<file path="config.mk">
export PLATFORM = sky130hd
export DESIGN_NAME = btrr_ctrl
export DESIGN_NICKNAME = d
export VERILOG_FILES = /design/src/hdl/btrr_pkg.sv /design/src/hdl/btrr_ctrl.sv
export SDC_FILE = /design/constraint.sdc
export NUM_CORES = 1
export LEC_CHECK = 0
export ABC_AREA = 1
export BUFFER_PORTS_ARGS = -buffer_cell sky130_fd_sc_hd__buf_2
export CORE_AREA = 2 2 39 41
export DETAILED_ROUTE_END_ITERATION = 6
export DIE_AREA = 0 0 41 43
export SLEW_MARGIN = 20
export SYNTH_ARGS = -nofsm -noshare
export SYNTH_HDL_FRONTEND = slang
export SYNTH_SLANG_ARGS = --single-unit
</file>
<file path="constraint.sdc">
create_clock -name clk -period 2.2 [get_ports clk]
set_input_delay 0.11 -clock clk [delete_from_list [all_inputs] [get_ports clk]]
set_output_delay 0.11 -clock clk [all_outputs]
set_load 0.02 [all_outputs]
</file>
<file path="src/hdl/btrr_pkg.sv">
`timescale 1ns / 1ps
package btrr_pkg;

  localparam int DEF_MAX_GLYPH_ROWS = 16;
  localparam int DEF_GLYPH_COUNT    = 256;
  localparam int DEF_COORD_BITS     = 16;

  localparam int STORE_DEPTH = 8192;
  localparam int ADDR_BITS   = 13;
  localparam int ROW_LIMIT   = 16;

  localparam logic [7:0] NEWLINE_CODE = 8'd10;
  localparam logic [4:0] NARROW_LIMIT = 5'd8;
  localparam logic [4:0] WIDE_LIMIT   = 5'd16;

  localparam logic [4:0]  RST_FONT_HEIGHT   = 5'd16;
  localparam logic [4:0]  RST_FONT_WIDTH    = 5'd8;
  localparam logic [12:0] RST_SCREEN_WIDTH  = 13'd640;
  localparam logic [12:0] RST_SCREEN_HEIGHT = 13'd480;
  localparam logic [31:0] RST_INK_COLOR     = 32'hFFFF_FFFF;

  typedef enum logic [1:0] {
    OP_LOAD  = 2'd0,
    OP_START = 2'd1,
    OP_CHAR  = 2'd2
  } op_t;

  typedef enum logic [2:0] {
    REG_FONT_HEIGHT   = 3'd0,
    REG_FONT_WIDTH    = 3'd1,
    REG_SCREEN_WIDTH  = 3'd2,
    REG_SCREEN_HEIGHT = 3'd3,
    REG_INK_COLOR     = 3'd4
  } reg_idx_t;

  typedef enum logic [1:0] {
    S_IDLE,
    S_SETUP,
    S_ROWS,
    S_DRAIN
  } state_t;

  typedef struct packed {
    logic write_byte;
    logic set_origin;
    logic newline;
    logic step_x;
    logic capture;
    logic setup;
    logic issue_en;
  } cmd_t;

  typedef struct packed {
    logic glyph_ok;
    logic rows_done;
    logic pipe_busy;
  } stat_t;

endpackage

</file>
<file path="src/hdl/btrr_ctrl.sv">
`timescale 1ns / 1ps
module btrr_ctrl (
  input  logic              clk,
  input  logic              rst,
  input  logic              in_valid,
  input  logic [1:0]        operation,
  input  logic [7:0]        char_code,
  input  btrr_pkg::stat_t   stat,
  output btrr_pkg::cmd_t    cmd,
  output logic              in_stall
);

  btrr_pkg::state_t state, state_next;
  logic accept;

  assign accept = in_valid && (state == btrr_pkg::S_IDLE);

  always_ff @(posedge clk) begin
    if (rst) begin
      state <= btrr_pkg::S_IDLE;
    end else begin
      state <= state_next;
    end
  end

  always_comb begin
    state_next = state;
    unique case (state)
      btrr_pkg::S_IDLE: begin
        if (accept && (btrr_pkg::op_t'(operation) == btrr_pkg::OP_CHAR) &&
            (char_code != btrr_pkg::NEWLINE_CODE) && stat.glyph_ok) begin
          state_next = btrr_pkg::S_SETUP;
        end
      end
      btrr_pkg::S_SETUP: state_next = btrr_pkg::S_ROWS;
      btrr_pkg::S_ROWS: begin
        if (stat.rows_done) state_next = btrr_pkg::S_DRAIN;
      end
      btrr_pkg::S_DRAIN: begin
        if (!stat.pipe_busy) state_next = btrr_pkg::S_IDLE;
      end
      default: state_next = btrr_pkg::S_IDLE;
    endcase
  end

  always_comb begin
    cmd = '0;
    unique case (state)
      btrr_pkg::S_IDLE: begin
        if (accept) begin
          case (operation)
            btrr_pkg::OP_LOAD:  cmd.write_byte = 1'b1;
            btrr_pkg::OP_START: cmd.set_origin = 1'b1;
            btrr_pkg::OP_CHAR: begin
              if (char_code == btrr_pkg::NEWLINE_CODE) cmd.newline = 1'b1;
              else if (stat.glyph_ok) cmd.capture = 1'b1;
              else cmd.step_x = 1'b1;
            end
            default: ;
          endcase
        end
      end
      btrr_pkg::S_SETUP: cmd.setup = 1'b1;
      btrr_pkg::S_ROWS:  cmd.issue_en = 1'b1;
      btrr_pkg::S_DRAIN: ;
      default: ;
    endcase
  end

  assign in_stall = (state != btrr_pkg::S_IDLE);

endmodule

</file>
## Word level (Yosys, flattened, before mapping)

Cells that the tools add are included.

| storage, ports and cells | value |
|---|---|
| bits in registers | 2 |
| output and inout port bits | 8 |

| cells by class | value |
|---|---|
| equality and inequality tests | 10 |
| multiplexer cells | 15 |
| reduce and logical (&&, ||, !) cells | 8 |

Operators with widths:

| operator | number |
|---|---|
| 2-to-1 mux 5 bit | 2 |
| equality test 8 x 4 -> 1 bit, second input constant | 1 |
| 2-to-1 mux 2 bit | 4 |
| inequality test 8 x 4 -> 1 bit, second input constant | 1 |
| one-hot mux 2 bit (4 select lines) | 1 |
| 2-to-1 mux 1 bit | 7 |
| equality test 2 bit, second input constant | 3 |
| equality test 2 x 1 -> 1 bit, second input constant | 2 |
| logical AND 1 bit | 4 |
| zero test 2 bit | 2 |
| inequality test 2 bit, second input constant | 2 |
| 2-to-1 mux 3 bit | 1 |
| AND reduction 3 bit | 1 |
| inequality test 2 x 1 -> 1 bit, second input constant | 1 |
| nonzero test 2 bit | 1 |

## Depth between registers and ports, before layout

| depth | value |
|---|---|
| depth in word-level cells | 7 |
| mapped depth | 9 |

## Least setup slack after synthesis

Ideal clock, no wire load.

| timing | value |
|---|---|
| path type | reg-to-output |
| start | register state[0] |
| end | output cmd[4] (netlist name) |
| arrival | 1.233 ns |
| required time | 2.090 ns |
| setup slack | 0.857 ns |
| cell stages (with the launch flop) | 5 |
| buffers on the path | 0 |
| cell sequence | dfxtp_1 inv_1 ha_1 nand2_2 nor3_1 |

RTL lines:

| element | line | text |
|---|---|---|
| start, declared | btrr_ctrl.sv:13 | `btrr_pkg::state_t state, state_next;` |
| start signal, assigned | btrr_ctrl.sv:20 | `state <= btrr_pkg::S_IDLE;` |
| start signal, assigned | btrr_ctrl.sv:22 | `state <= state_next;` |
| end, declared | btrr_ctrl.sv:9 | `output btrr_pkg::cmd_t cmd,` |

==> run metrics <==
Worst Max-Slew Pin Slew=0.176 ns; Tot GR Track Use=8.12%; first-pass GRT wire length=1040 um; Die Ht=43 um; Synth Instances=48; row count=14; CP Class=reg2out; top-area cell type share of the netlist area=20.6%; Syn Area/Cell=6.33 um2; Net count, final=97; Ports=24; Critical Path End Type=primary output; register area=40.0 um2; Top reg by flops=state; register area share after synthesis=13.2%; period utilisation layout=69.4%; total internal power=216 uW; top post-synthesis cells by area=ha_1 21%, inv_1 17%, dfxtp_1 13%; hpwl dp=574 um; hold_buf cts=0; Min Clock Period, post-route=1.53 ns; final WL=641 um; dpl cell area=439 um2; Root Buffer=clkbuf_4; vias per cell=3.88; Filler Cells Inserted=160; Sw Share=47.7%; CTS max path bufs=2; postcts setup bufs=0; Max-slew headroom=88.3%; maxcap violations=0; Setup violations, final=0; cts bufs inserted=3; Initial DRT Pass Iterations=4; Regs by FF count=state x2; P&R area growth vs syn=51.9%; crit path max fanout=4; hold slack=0.130 ns; placed insts=87; combinational power share=64.3%; initial antenna violation count=0; multi-input logic area=211 um2; largest net degree at the start of global routing=5; RePlAce Congestion=0.659; data required time of the worst path=2.09 ns; max reg flops=2; DRT antenna net count=0; # DRC=0; die area=0.00176 mm2; Clock Power Share=18.9%; vias in the first global route=318; total grt overflow=0; commonest non-fill, non-tap cells in the layout=23 x buf_2, 14 x inv_1, 8 x nand2_1, 6 x nor2_1, 5 x ha_1; commonest non-fill, non-tap cell in the layout=buf_2; Finished Layout Cells=90; Psw=197 uW; Synth Register Bits=2; ant diodes=0; sequential power share=16.8%; TNS Setup=0 ns; Vias=349; Syn Nets=69; synth unique cells=12; status=complete, no violations; CTS tree=yes; H-tree levels=1; synthesized cell area=304 um2; crit path DAT=1.42 ns; total leakage power=0.000306 uW; layout cells sized above 1=43.2%; most area-hungry cell type in the Yosys netlist=ha_1; worst vdd ir=0.416 mV; CORE AREA=0.00138 mm2; Cell Pwr Density=895 mW/mm2; fmax=655 MHz; final-report hold violation count=0; Post-Layout Inst Area=462 um2; Max Slew Vio Count=0; Port Buf Inserts=23; Final Core Density=33.4%; cts repair resizes=0; clk_lat worst skew=0.22 ns; WL/cell=7.12 um; Starting DRT DRC Count=2; Yosys warning count=0; clock sink count=2; Initial Utilization=22.0%; worst clock skew=0.00281 ns; Clock transition at path regs=0.03 ns; critical path launch point type=flop; RSZ-0062 raised after global routing=false; worst min-delay path class=in2reg; chip width=41 um
## layer usage
layer / vias to the layer above / global-route usage (%) / routed length [um]
met3: 0 / 1.57 / 54
met4: 0 / 2.00 / 0
met5: - / 0 / 0
li1: 194 / - / -
met2: 13 / 14.7 / 316
met1: 142 / 8.95 / 270
## worst max-delay path, stage by stage, from the launching register on
cell and delay [ns]:
dfxtp_1 0.33, inv_1 0.11, ha_1 0.22, nand2_2 0.11
nor2_4 0.12, nand3_2 0.10, inv_1 0.06, buf_2 0.15
## Yosys cell counts (all sizes together)
cell / number
nand3: 3
nand2: 11
nor2: 7
a22oi: 1
dfxtp: 2
a21oi: 2
inv: 14
nor3: 3
ha: 5
## final cells by class
class	count	share of cell area, %
Clock buffer	3	4.88
Timing Repair Buffer	23	24.9
Inverter	14	11.4
Tap cell	16	4.34
Sequential cell	2	8.67
Multi-Input combinational cell	32	45.8
## per-stage QoR
stage,total power (uW),setup slack (ns)
floorplan,272,0.857
global placement,337,0.836
detailed placement,341,0.818
CTS,422,0.662
global route,460,0.534
finish,413,0.673
## final timing paths
| kind | slack [ns] | start | end | depth (start not counted) |
|---|---|---|---|---|
| worst max-delay path | 0.67 | state[0] | cmd[2] | 7 |
| worst min-delay path | 0.13 | rst | state[1] | 4 |
| worst max register to register | 0.82 | state[0] | state[0] | 9 |
| worst min register to register | 0.54 | state[1] | state[1] | 2 |
## power groups by stage
stage / Clock [uW] / Sequential, uW / Combinational [uW]
detailed placement: 0 / 70.4 / 270
global route: 86.7 / 72.7 / 301
CTS: 81.1 / 69.8 / 271
global placement: 0 / 69.9 / 267
floorplan: 0 / 65.6 / 207
finish: 78.1 / 69.4 / 266
## kinds of logic after synthesis
group | share of synthesized area [%]
AND/OR/NAND/NOR | 38.7
buffers and inverters | 17.3
adder cells (fa/ha/maj) | 20.6
AO/OA/AOI/OAI | 10.3
flip-flops | 13.2
Power figures use the tool's default switching activity.
